`src/design/gsp_mul.sv`:
```
module gsp_mul (
  input  logic         clk,
  input  logic         rst,
  input  logic         start,
  input  logic [63:0]  a,
  input  logic [63:0]  b,
  output logic         done,
  output logic [127:0] prod
);

  logic [63:0] a_r, b_r;
  logic [2:0]  cnt;
  logic        run, pv;
  logic [63:0] pp;
  logic [1:0]  psh;
  logic [31:0] a_half, b_half;

  assign a_half = cnt[0] ? a_r[63:32] : a_r[31:0];
  assign b_half = cnt[1] ? b_r[63:32] : b_r[31:0];

  always_ff @(posedge clk) begin
    if (rst) begin
      run <= 1'b0;
      pv <= 1'b0;
      done <= 1'b0;
      cnt <= '0;
    end else begin
      done <= 1'b0;
      if (start) begin
        run <= 1'b1;
        pv <= 1'b0;
        cnt <= '0;
      end else if (run) begin
        pv <= (cnt != 3'd4);
        if (cnt != 3'd4) cnt <= cnt + 3'd1;
        if (cnt == 3'd4 && pv) begin
          run <= 1'b0;
          done <= 1'b1;
        end
      end
    end
  end

  always_ff @(posedge clk) begin
    if (start) begin
      a_r <= a;
      b_r <= b;
      prod <= '0;
    end else if (run) begin
      if (cnt != 3'd4) begin
        pp <= a_half * b_half;
        psh <= {1'b0, cnt[0]} + {1'b0, cnt[1]};
      end
      if (pv) prod <= prod + ({64'b0, pp} << {psh, 5'b0});
    end
  end

endmodule

```
`config.mk`:
```
export PLATFORM = sky130hd
export DESIGN_NAME = gsp_mul
export DESIGN_NICKNAME = d
export VERILOG_FILES = /design/src/design/gsp_mul.sv
export SDC_FILE = /design/constraint.sdc
export NUM_CORES = 2
export LEC_CHECK = 0
export ABC_CLOCK_PERIOD_IN_PS = 15310
export BUFFER_PORTS_ARGS = -buffer_cell sky130_fd_sc_hd__buf_2
export CAP_MARGIN = 40
export CORE_UTILIZATION = 60
export DETAILED_ROUTE_END_ITERATION = 16
export PLACE_DENSITY_LB_ADDON = 0.1
export SLEW_MARGIN = 20
export SYNTH_ARGS = -nofsm -noshare
export SYNTH_HDL_FRONTEND = slang
export SYNTH_SLANG_ARGS = --single-unit
export TNS_END_PERCENT = 1
```
`constraint.sdc`:
```
create_clock -name clk -period 15.31 [get_ports clk]
set_input_delay 0.7655 -clock clk [delete_from_list [all_inputs] [get_ports clk]]
set_output_delay 0.7655 -clock clk [all_outputs]
set_load 0.005 [all_outputs]
```
==> impl.org <==
** Finish
- Ratio of cells with drive above 1 in the final layout :: 9.11%
- At the end of the flow, the number of nets in the layout was 7,577.
- Synthesis-to-finish area growth :: 7.52%
- After filler insertion, the fill cell instance count of the layout stands at 7,417.

** Critical path
- At the worst endpoint, the required time is 15.67 ns.
- Worst-case reg-to-reg path depth :: 30
- Maximum fanout along the worst path :: 48
- Max incr delay on CP :: 0.71 ns
- The critical path is of the reg -> reg type.
- The most critical setup path has its startpoint at cnt[1]$_SDFFE_PP0P_.
- Top cell by count, worst path :: fa_1
- The critical path contains buffers and inverters numbering 8 combined.
- Endpoint of the worst-slack reg-to-reg timing path :: pp[57]$_DFFE_PP_
- Sort of element at the end of the critical path :: flip-flop
- Setup slack on the worst reg-to-reg path comes out at 5.42 ns.
- Crit start category :: flip-flop
- In this design, the largest share of critical-path delay is due to adder cells.
- At the worst endpoint, the arrival time is 10.24 ns.
- The worst register-to-register path begins at cnt[1]$_SDFFE_PP0P_.
- Slowest cell on the critical path :: buf_4

** Yosys
- In the synthesized netlist the async set-or-reset flop fraction comes to 0%.
- Yosys mapped a number of flops with a built-in enable equal to 194.
- Cell types occupying the most area after synthesis :: fa_1 (34%), edfxtp_1 (11%), ha_1 (9.2%)
- Fraction of synthesized cell area taken by the top area cell type :: 33.7%
- Synthesized instance count :: 6,063
- Library cells used by synthesis :: 80
- Number of register bits inferred by synthesis :: 328
- The synthesized netlist occupies a cell area of 53,200 sq um.
- When the netlist entered floorplanning its net count stood at 7,483.
- During synthesis, Yosys emitted a total of 0 warnings.
- A synthesized cell averages 8.78 sq um.
- inv_1 is the most common cell in the netlist.
- Synth cell count leaders :: inv_1 (938), fa_1 (897), nand2_1 (814), nor2_1 (778), ha_1 (392)
- The most used flip-flop cell after synthesis is edfxtp_1.
- Share of synthesized area occupied by flip-flops and latches :: 16.0%
- Summed over all instances, the cell type with the most area after synthesis is fa_1.

** Global route
- Most Crowded Layer GR :: met2
- For met3 alone, demand over resource in global routing was 13.5%.
- Number of global-route vias before repair :: 45,700
- For this run the aggregate overflow at the end of global routing stands at 0.
- M2 GR Usage :: 64.0%
- For met1 alone, demand over resource in global routing was 50.2%.
- The initial antenna violation count is 3.
- In the global route stage, overall resource usage came out at 41.6%.
- Entering global routing, the biggest net connects 70 pins.
- First-pass GRT wire length :: 277,000 um

** Timing
- Final-layout setup total negative slack :: 0 ns
- The hold violation count in the final report is 0.
- Of the available clock period, the critical path in the final layout requires 64.6%.
- Final Critical Period :: 9.89 ns
- For the pin with the worst max-slew slack, the measured transition is 1.02 ns.
- Maximum clock frequency :: 101 MHz
- Fin. max-slew vios :: 0
- Unrepaired setup endpoints after global routing :: false
- Slew margin rel. :: 30.2%
- For the final database, setup skew stands at 0.0173 ns.
- Setup violations remaining at the end of the flow were counted as 0.

** Clock network
- Num CTS Buffers :: 39
- The clock tree synthesis step divided the H-tree into 2 levels.
- For the worst-skew pair, the clock arrives at the later sink with an insertion delay of 0.62 ns.
- Root buffer cell :: clkbuf_16
- Total clock sinks :: 328
- Number of post-CTS setup repair buffers :: 0
- Clock slew at reported path FFs :: 0.06 ns
- Counting along the longest clock path gives a buffer depth of 3.
- Quantity of gates resized following cts :: 0
- TritonCTS built the clock tree.
- For this design, the CTS-stage hold fixing added 0 buffers.

** Hold path
- Type of the tightest min-delay check :: in -> reg
- The worst hold path terminates at run$_SDFF_PP0_.
- Hold Startpoint :: rst
- The worst hold path passes through 2 cells.

** Job
- Across the run, the number of max-cap violations was 0.

** Routing
- Number of nets with antenna violations after detailed routing :: 0
- Drt pass-1 iters :: 6
- After detailed routing, the number of remaining DRC violations is 0.
- Via-to-Cell Ratio :: 6.14
- Total wire length after detailed routing :: 185,000 um
- The routed layout has 45,100 vias.
- After the first detailed-routing iteration, the DRC count stood at 4,406.
- Post-detailed-route wirelength per cell :: 25.2 um

** Place
- At the end of routability-driven placement, the weighted congestion stood at 1.11.
- Buffers placed on the I/O ports in this run total 259.
- Detailed placement ended at an HPWL of 146,000 um.

** Die
- In this run the core area contains 108 standard-cell rows.
- Die span in y :: 300 um
- # IOs :: 260
- Standard cell core area :: 87,300 sq um
- Once the floorplan was initialized, standard cells occupied 61.0% of the core.
- The die covers 89,900 sq um.
- Floorplan die width :: 300 um

** Status
- Status :: complete, no violations
## metrics by stage
| step | setup slack, ns | hold slack [ns] | instance area [sq um] | cells | utilization (%) |
|---|---|---|---|---|---|
| after detailed placement | 5.57 | 0.469 | 55800 | 7268 | 64.0 |
| after CTS | 5.54 | 0.271 | 57100 | 7335 | 65.5 |
| after floorplan | 6.60 | 0.459 | 53200 | 6063 | - |
| final | 5.42 | 0.311 | 57200 | 7344 | 65.6 |
| after global placement | 5.83 | 0.461 | 55600 | 7249 | 63.7 |
| after global routing | 5.04 | 0.305 | 57200 | 7338 | 65.6 |
## cell type report
| type | instances | area [sq um] | share of cell area, % |
|---|---|---|---|
| diodes | 6 | 15.0 | 0.0262 |
| clock buffers | 51 | 1100 | 1.92 |
| clock inverters | 16 | 211 | 0.369 |
| inverters | 938 | 3520 | 6.15 |
| multi-input cells | 4490 | 40200 | 70.3 |
| flip-flops and latches | 328 | 8520 | 14.9 |
| well taps | 1155 | 1450 | 2.52 |
| repair buffers | 360 | 2180 | 3.81 |
## cells in the final DEF, fill, tap and decap left out, types with 54 or more instances in the layout
cell      count
a21o_1      103
dfxtp_1     132
nand2_1     813
ha_1        392
xor2_1       61
xnor2_1     104
a21oi_1     352
o21bai_1     54
mux2_2       65
inv_1       938
fa_1        897
edfxtp_1    194
buf_2       260
mux2i_1      57
nor2_1      776
o21ai_0     178
nand4_1      79
buf_4        90
## metal layers
| metal | part of all wire [%] | routed length [um] |
|---|---|---|
| met2 | 44 | 80900 |
| met3 | 12 | 22800 |
| met5 | 0.015 | 27 |
| met4 | 7.9 | 14700 |
| met1 | 36 | 66800 |
## state kept, by name, summed over array words and instances, names as in the netlist
name	cells
a_r	64
done	1
psh	2
prod	128
pp	64
run	1
pv	1
b_r	64
cnt	3
## cell families (layout without fill, tap and decap cells)
family / Yosys count / count (layout) / synth area share [%]
compound gates: 946 / 946 / 11.2
xor+xnor: 165 / 165 / 2.71
fa+ha+maj: 1289 / 1289 / 42.9
buf+inv: 1245 / 1365 / 8.83
flops: 328 / 328 / 16.0
mux: 163 / 163 / 3.22
other cells: 0 / 6 / 0
simple gates: 1927 / 1927 / 15.1
## worst max path at each step
stage	slack (ns)	to	cells past startpoint
2_1_floorplan	6.60	pp[57]$_DFFE_PP_	31
3_3_place_gp	5.83	pp[57]$_DFFE_PP_	28
3_5_place_dp	5.57	pp[53]$_DFFE_PP_	30
4_1_cts	5.54	pp[53]$_DFFE_PP_	30
5_1_grt	5.04	pp[57]$_DFFE_PP_	29
6_report	5.42	pp[57]$_DFFE_PP_	30
## worst reg2reg max path, delay by kind of cell, from the launching register on
family                   cells  cell delay (ns)
adder cells (fa/ha/maj)      9             4.29
AO/OA/AOI/OAI                9             2.54
buffers and inverters        8             1.34
multiplexers                 1             0.67
flip-flops                   1             0.55
AND/OR/NAND/NOR              2             0.16
XOR/XNOR                     1             0.09
Power is left out: the tool's default activity adds up to more than one toggle a clock period on the data nets, which glitch-free logic cannot reach.
