[src/design/gsp_sqrt.sv]
module gsp_sqrt (
  input  logic         clk,
  input  logic         rst,
  input  logic         start,
  input  logic [127:0] x,
  output logic         done,
  output logic [63:0]  root
);

  logic [127:0] xr;
  logic [65:0]  rem;
  logic [5:0]   cnt;
  logic         run;
  logic [67:0]  rem_sh, trial;
  logic         ge;

  assign rem_sh = {rem, xr[127:126]};
  assign trial = {2'b0, root, 2'b01};
  assign ge = (rem_sh >= trial);

  always_ff @(posedge clk) begin
    if (rst) begin
      run <= 1'b0;
      done <= 1'b0;
      cnt <= '0;
    end else begin
      done <= 1'b0;
      if (start) begin
        run <= 1'b1;
        cnt <= '0;
      end else if (run) begin
        cnt <= cnt + 6'd1;
        if (cnt == 6'd63) begin
          run <= 1'b0;
          done <= 1'b1;
        end
      end
    end
  end

  always_ff @(posedge clk) begin
    if (start) begin
      xr <= x;
      rem <= '0;
      root <= '0;
    end else if (run) begin
      xr <= {xr[125:0], 2'b00};
      rem <= ge ? 66'(rem_sh - trial) : rem_sh[65:0];
      root <= {root[62:0], ge};
    end
  end

endmodule

[config.mk]
export PLATFORM = sky130hd
export DESIGN_NAME = gsp_sqrt
export DESIGN_NICKNAME = d
export VERILOG_FILES = /design/src/design/gsp_sqrt.sv
export SDC_FILE = /design/constraint.sdc
export NUM_CORES = 1
export LEC_CHECK = 0
export BUFFER_PORTS_ARGS = -buffer_cell sky130_fd_sc_hd__clkbuf_2
export CORE_MARGIN = 2
export CORE_UTILIZATION = 40
export CTS_CLUSTER_SIZE = 10
export DETAILED_ROUTE_END_ITERATION = 10
export PLACE_DENSITY_LB_ADDON = 0.1
export SYNTH_ARGS = -nofsm -noshare
export SYNTH_HDL_FRONTEND = slang
export SYNTH_SLANG_ARGS = --single-unit
[constraint.sdc]
create_clock -name clk -period 6.45 [get_ports clk]
set_clock_uncertainty 0.1 [all_clocks]
set_input_delay 0.3225 -clock clk [delete_from_list [all_inputs] [get_ports clk]]
set_output_delay 0.3225 -clock clk [all_outputs]
set_load 0.02 [all_outputs]
==> flow_metrics.env, run 1 <==
export IMPL_area_growth_pct=23.9
export IMPL_relSlewSlack_pct=34.6
export IMPL_worstMarginPinSlew_ns=0.981
export IMPL_cts_hold_buffers_added=129
export IMPL_clock_fmax_ghz=0.238
export IMPL_rsz0062_at_grt="false"
export IMPL_clockBufferDepth=3
export IMPL_cts_buffers=34
export IMPL_path_class="flop to flop"
export IMPL_syn_area_mm2=0.0152
export IMPL_dp_final_hpwl_um=25900
export IMPL_ys_seq_area_share_pct=43.6
export IMPL_peakVddDrop_uv=256
export IMPL_gp_congestion=0.857
export IMPL_fin_tns_setup_ns=0
export IMPL_rr_worst_depth=13
export IMPL_io_pins=196
export IMPL_chipHeight_um=199
export IMPL_finalCritPeriodShare_pct=65.1
export IMPL_core_area_mm2=0.0375
export IMPL_antenna_found_initial=1
export IMPL_cts_tree="yes"
export IMPL_synth_flop_cell="dfxtp_1"
export IMPL_die_w_um=199
export IMPL_status="completed"
export IMPL_final_common_cell="clkbuf_2"
export IMPL_hold_class="input pin to flop"
export IMPL_yosysTopAreaCell="edfxtp_1"
export IMPL_drc=0
export IMPL_synthArstFlopShare_pct=0
export IMPL_die_area_mm2=0.0395
export IMPL_post_cts_setup_buffers=0
export IMPL_utilization_pct=50.1
export IMPL_path_clk_slew_ns=0.05
export IMPL_power_leakage_nw=7.80
export IMPL_yosys_warnings=0
export IMPL_first_pass_iters=5
export IMPL_clkLatencyLatePin_ns=0.55
export IMPL_fin_nets=1999
export IMPL_grt_pass1_vias=12035
export IMPL_whs_path_depth=2
export IMPL_crit_arrival_ns=4.59
export IMPL_grt_usage_pct=19.5
export IMPL_crit_slowest_cell="buf_4"
export IMPL_ctsResizeCount=0
export IMPL_row_count=71
export IMPL_required_ns=6.84
export IMPL_start_util_pct=40.4
export IMPL_finalHoldViolCount=0
export IMPL_wl_per_cell_um=16.3
export IMPL_drv_cap=0
export IMPL_drt_iter0_drc=697
export IMPL_synth_avg_cell_area_um2=9.90
export IMPL_htree_num_levels=2
export IMPL_setup_viol=0
export IMPL_grt_max_degree=83
export IMPL_cts_num_sinks=266
export IMPL_fin_crit_ns=4.20
export IMPL_critical_path_max_stage_delay_ns=0.56
export IMPL_synth_area_leaders="edfxtp_1, dfxtp_1, mux2_2"
export IMPL_synth_edf_count=128
export IMPL_vias=12074
export IMPL_ant_nets=0
export IMPL_cp_start_kind="flop"
export IMPL_endpoint_kind="flop"
export IMPL_synth_top_area_share_pct=25.4
export IMPL_final_cell_mix="clkbuf_2, nor2_1, dfxtp_1"
export IMPL_grt_ovfl_total=0
export IMPL_wl_um=38200
export IMPL_syn_nets=1730
export IMPL_critical_path_max_fanout=51
export IMPL_drive_gt1_share_pct=22.2
export IMPL_via_per_inst=5.17
export IMPL_root_buffer="clkbuf_16"
export IMPL_synthCells=1532
export IMPL_ys_seq_elements=266
export IMPL_crit_chain="inv_1, ha_1, nand4_2, nor4_2, a21boi_2, nor3b_2, o21ai_1, a21oi_2, o21ai_4, buf_4, nand2_1, nor2_1, a211o_1"
export IMPL_final_max_slew_viol_count=0
export IMPL_power_density_mw_per_mm2=387
export IMPL_port_buffers=195
export IMPL_grt_pass1_wl_um=62400
export IMPL_synth_cell_type_count=63
synthesized netlist by cell type (6+ instances only):
| master | number |
|---|---|
| inv_1 | 92 |
| nor4_1 | 6 |
| o21ai_0 | 59 |
| buf_2 | 11 |
| and3_1 | 9 |
| o21a_1 | 11 |
| o21bai_1 | 10 |
| dfxtp_1 | 138 |
| or3_1 | 6 |
| xor2_1 | 23 |
| nand4_1 | 35 |
| a31oi_1 | 7 |
| a21o_1 | 29 |
| clkbuf_1 | 74 |
| nor2_1 | 165 |
| nand2_1 | 84 |
| a211o_1 | 7 |
| mux2_2 | 130 |
| nor2b_1 | 11 |
| mux2i_1 | 103 |
| buf_1 | 12 |
| nand3_1 | 17 |
| a21oi_1 | 93 |
| a211oi_1 | 58 |
| o211ai_1 | 8 |
| nand2b_1 | 10 |
| nor3_1 | 13 |
| edfxtp_1 | 128 |
| xnor2_1 | 36 |
| ha_1 | 67 |
| or2_2 | 6 |
| o21ai_1 | 8 |
critical path: cells and delay by family, from the launching register on:
kind	cells	cell delay (ns)
AND/OR/NAND/NOR	5	1.26
buffers and inverters	2	0.63
adder cells (fa/ha/maj)	1	0.44
flip-flops	1	0.37
AO/OA/AOI/OAI	5	1.35
power breakdown:
group	leakage, nW	switching, mW	internal (mW)
clock	0.484	0.740	1.04
sequential	2.42	0.124	1.99
combinational	4.90	1.93	1.44
layer usage:
layer | up-vias | share of wire (%) | track usage [%] | wire length [um]
met3 | 64 | 6.3 | 5.49 | 2410
met1 | 5640 | 46 | 25.8 | 17600
met4 | 0 | 2.2 | 5.69 | 845
li1 | 6096 | - | - | -
met2 | 274 | 46 | 31.2 | 17400
met5 | - | 0 | 0 | 0
through the flow:
stage | setup WS [ns] | area (um2) | hold WS (ns) | cells | total power [mW]
global route | 1.91 | 18800 | 0.135 | 2336 | 7.81
finish | 2.25 | 18800 | 0.158 | 2336 | 7.27
global placement | 2.26 | 16500 | 0.368 | 2147 | 5.44
CTS | 2.15 | 18800 | 0.106 | 2335 | 7.34
detailed placement | 2.19 | 16500 | 0.374 | 2147 | 5.43
floorplan | 2.29 | 15200 | 0.295 | 1532 | 4.70
sequential cells by signal (all words and copies together) (netlist names):
signal and count:
xr 128, cnt 6, done 1, run 1
root 64, rem 66
area by class of cell:
type                       count  area, um2
clock buffer                  54        936
antenna                        1       2.50
sequential                   266       6610
clock inverter                 5       80.1
fill                        3537      18700
timing repair buffer         334       2350
multi-input combinational   1073       7820
tap                          511        639
inverter                      92        345
worst paths after layout:
kind / startpoint / endpoint / slack, ns
min: start / root[47] / 0.16
min reg2reg: cnt[5] / cnt[5] / 0.38
max reg2reg: root[11] / rem[55] / 2.25
max: root[11] / rem[55] / 2.25
kinds of logic after synthesis:
family | count (synthesis) | synth area share [%]
fa+ha+maj | 67 | 5.53
buf+inv | 193 | 4.97
compound gates | 340 | 14.7
simple gates | 373 | 11.2
flops | 266 | 43.6
mux | 234 | 16.6
xor+xnor | 59 | 3.41
Power figures use the tool's default switching activity.
==> run 2, diff against run 1 <==
--- a/config.mk
+++ b/config.mk
@@ -5,6 +5,7 @@
 export SDC_FILE = /design/constraint.sdc
 export NUM_CORES = 1
 export LEC_CHECK = 0
+export ABC_AREA = 1
 export BUFFER_PORTS_ARGS = -buffer_cell sky130_fd_sc_hd__clkbuf_2
 export CORE_MARGIN = 2
 export CORE_UTILIZATION = 40
==> constraint.sdc (replaced) <==
create_clock -name clk -period 3.4 [get_ports clk]
set_clock_uncertainty 0.1 [all_clocks]
set_input_delay 0.17 -clock clk [delete_from_list [all_inputs] [get_ports clk]]
set_output_delay 0.17 -clock clk [all_outputs]
set_load 0.02 [all_outputs]
==> flow_metrics.env, run 2 <==
export IMPL_path_clk_slew_ns=0.06
export IMPL_fillers=4249
export IMPL_fin_tns_setup_ns=0
export IMPL_setup_viol=0
export IMPL_hold_class="input pin to flop"
export IMPL_r2r_end="rem[0]"
export IMPL_row_count=74
export IMPL_yosys_warnings=0
export IMPL_finalHoldViolCount=0
export IMPL_ff2ff_setup_slack_ns=0.27
export IMPL_multi_input_area_mm2=0.00826
export IMPL_final_cell_mix="nand2_1, inv_1, clkbuf_2"
export IMPL_utilization_pct=50.1
export IMPL_antennaDiodeCount=0
export IMPL_wl_um=54400
export IMPL_required_ns=3.73
export IMPL_cts_buffers=34
export IMPL_syn_area_mm2=0.0168
export IMPL_clockBufferDepth=3
export IMPL_endpoint_kind="flop"
export IMPL_core_area_mm2=0.0411
export IMPL_start_util_pct=40.8
export IMPL_finalCritPeriodShare_pct=92.0
export IMPL_crit_start="root[36]"
export IMPL_synth_area_leaders="nand2_1, edfxtp_1, dfxtp_1"
export IMPL_synthCells=2523
export IMPL_synth_top_area_share_pct=24.0
export IMPL_relSlewSlack_pct=47.9
export IMPL_hold_start="x[69]"
export IMPL_htree_num_levels=2
export IMPL_synth_most_common_cell="nand2_1"
export IMPL_drv_cap=0
export IMPL_syn_nets=2721
export IMPL_final_max_slew_viol_count=0
export IMPL_drc=0
export IMPL_path_class="flop to flop"
export IMPL_r2r_start="root[36]"
export IMPL_status="completed"
export IMPL_synth_common_cells="nand2_1, inv_1, nor2_1"
export IMPL_cp_start_kind="flop"
export IMPL_reg_largest_list="xr (128), rem (66), root (64)"
export IMPL_clkLatencyLatePin_ns=0.56
export IMPL_area_growth_pct=22.9
export IMPL_whs_path_depth=4
export IMPL_cts_tree="yes"
export IMPL_synth_cell_type_count=43
export IMPL_cts_num_sinks=266
export IMPL_synth_avg_cell_area_um2=6.64
export IMPL_seqCellArea_mm2=0.00661
export IMPL_final_common_cell="nand2_1"
export IMPL_grt_max_degree=79
export IMPL_rsz0062_at_grt="false"
export IMPL_dp_final_hpwl_um=40400
export IMPL_synth_flop_cell="dfxtp_1"
export IMPL_root_buffer="clkbuf_16"
export IMPL_synth_edf_count=128
export IMPL_vias=16691
export IMPL_regMostFlops="xr"
export IMPL_largest_reg_flops=128
export IMPL_grt_pass1_vias=16464
export IMPL_ant_nets=0
export IMPL_synthArstFlopShare_pct=0
export IMPL_die_area_mm2=0.0435
export IMPL_yosysTopAreaCell="nand2_1"
export IMPL_chipHeight_um=209
export IMPL_grt_ovfl_total=0
export IMPL_ys_seq_area_share_pct=39.4
export IMPL_gp_congestion=0.987
export IMPL_worstMarginPinSlew_ns=0.782
export IMPL_first_pass_iters=5
export IMPL_crit_arrival_ns=3.46
export IMPL_clock_fmax_ghz=0.320
export IMPL_wl_per_cell_um=16.1
export IMPL_holdPathEnd="xr[69]"
export IMPL_antenna_found_initial=0
export IMPL_die_w_um=209
export IMPL_grt_pass1_wl_um=86700
export IMPL_fin_nets=3032
export IMPL_rr_worst_depth=14
export IMPL_via_per_inst=4.93
export IMPL_ctsResizeCount=0
export IMPL_drive_gt1_share_pct=10.7
export IMPL_fin_crit_ns=3.13
export IMPL_grt_usage_pct=24.9
export IMPL_critical_path_max_fanout=33
export IMPL_drt_iter0_drc=1141
export IMPL_port_buffers=195
export IMPL_ys_seq_elements=266
export IMPL_io_pins=196
## run 2: cell count changes after synthesis, sizes merged, moves of 21 or more
cell    change
a211oi     -57
a21o       -29
a21oi      -29
clkbuf     -27
inv       +322
mux2      -131
mux2i     -103
nand2     +996
nand3     +106
nor2       +21
o22ai      +60
xor2       -22
## run 2: per-stage QoR
stage / hold WS (ns) / instances / cell area (um2) / worst slack (ns)
global route: 0.347 / 3389 / 20600 / 0.00225
global placement: 0.327 / 3198 / 18300 / 0.369
finish: 0.345 / 3389 / 20600 / 0.271
CTS: 0.303 / 3389 / 20600 / 0.299
floorplan: 0.230 / 2523 / 16800 / 0.516
detailed placement: 0.343 / 3198 / 18300 / 0.325
## run 2: logic make-up (layout without fill, tap and decap cells)
| group | Yosys count | count (layout) | synth area share (%) |
|---|---|---|---|
| xor gates and xnor gates | 32 | 32 | 1.67 |
| and+or+nand+nor | 1462 | 1462 | 35.4 |
| AOI/OAI and AO/OA | 208 | 208 | 7.18 |
| adders and majority gates | 67 | 67 | 5.00 |
| DFF | 266 | 266 | 39.4 |
| buffers and inverters | 488 | 822 | 11.3 |
## run 2: per-layer routing
layer  track usage, %  part of all wire [%]
met5                0                     0
met2             39.9                    44
met3             5.20                   6.6
met4             8.55                   3.1
met1             33.3                    46
## run 2: layout make-up
cell class	count	area share (%)
multi-input cells	1769	40.1
clock buffers	54	4.50
clock inverters	5	0.273
well taps	532	3.23
inverters	414	7.60
flip-flops and latches	266	32.1
repair buffers	349	12.2
## run 2: worst max-delay path, cell delays in order, from the launching register on
cell     delay [ns]
dfxtp_1        0.33
inv_1          0.07
ha_1           0.35
nand2_1        0.13
inv_1          0.07
a21oi_1        0.29
o21ai_0        0.23
a21oi_2        0.21
nand3_2        0.13
nand2_4        0.09
nand2_4        0.13
inv_2          0.48
nand2_1        0.16
nor2_1         0.14
nor2_1         0.06
## run 2: how the worst max path moves through the flow
| stage | cells past startpoint | endpoint |
|---|---|---|
| 2_1_floorplan | 4 | xr[0] |
| 3_3_place_gp | 18 | rem[0] |
| 3_5_place_dp | 16 | rem[0] |
| 4_1_cts | 16 | rem[0] |
| 5_1_grt | 16 | rem[0] |
| 6_report | 14 | rem[0] |
## run 2: repair_timing
action / 4_1_cts / 5_1_grt
setup buffers: 0 / 0
hold buffers: 132 / 0
hold endpoints to repair: 136 / 0
Power of run 2 is left out: the tool's default activity adds up to more than one toggle a clock period on the data nets, which glitch-free logic cannot reach.
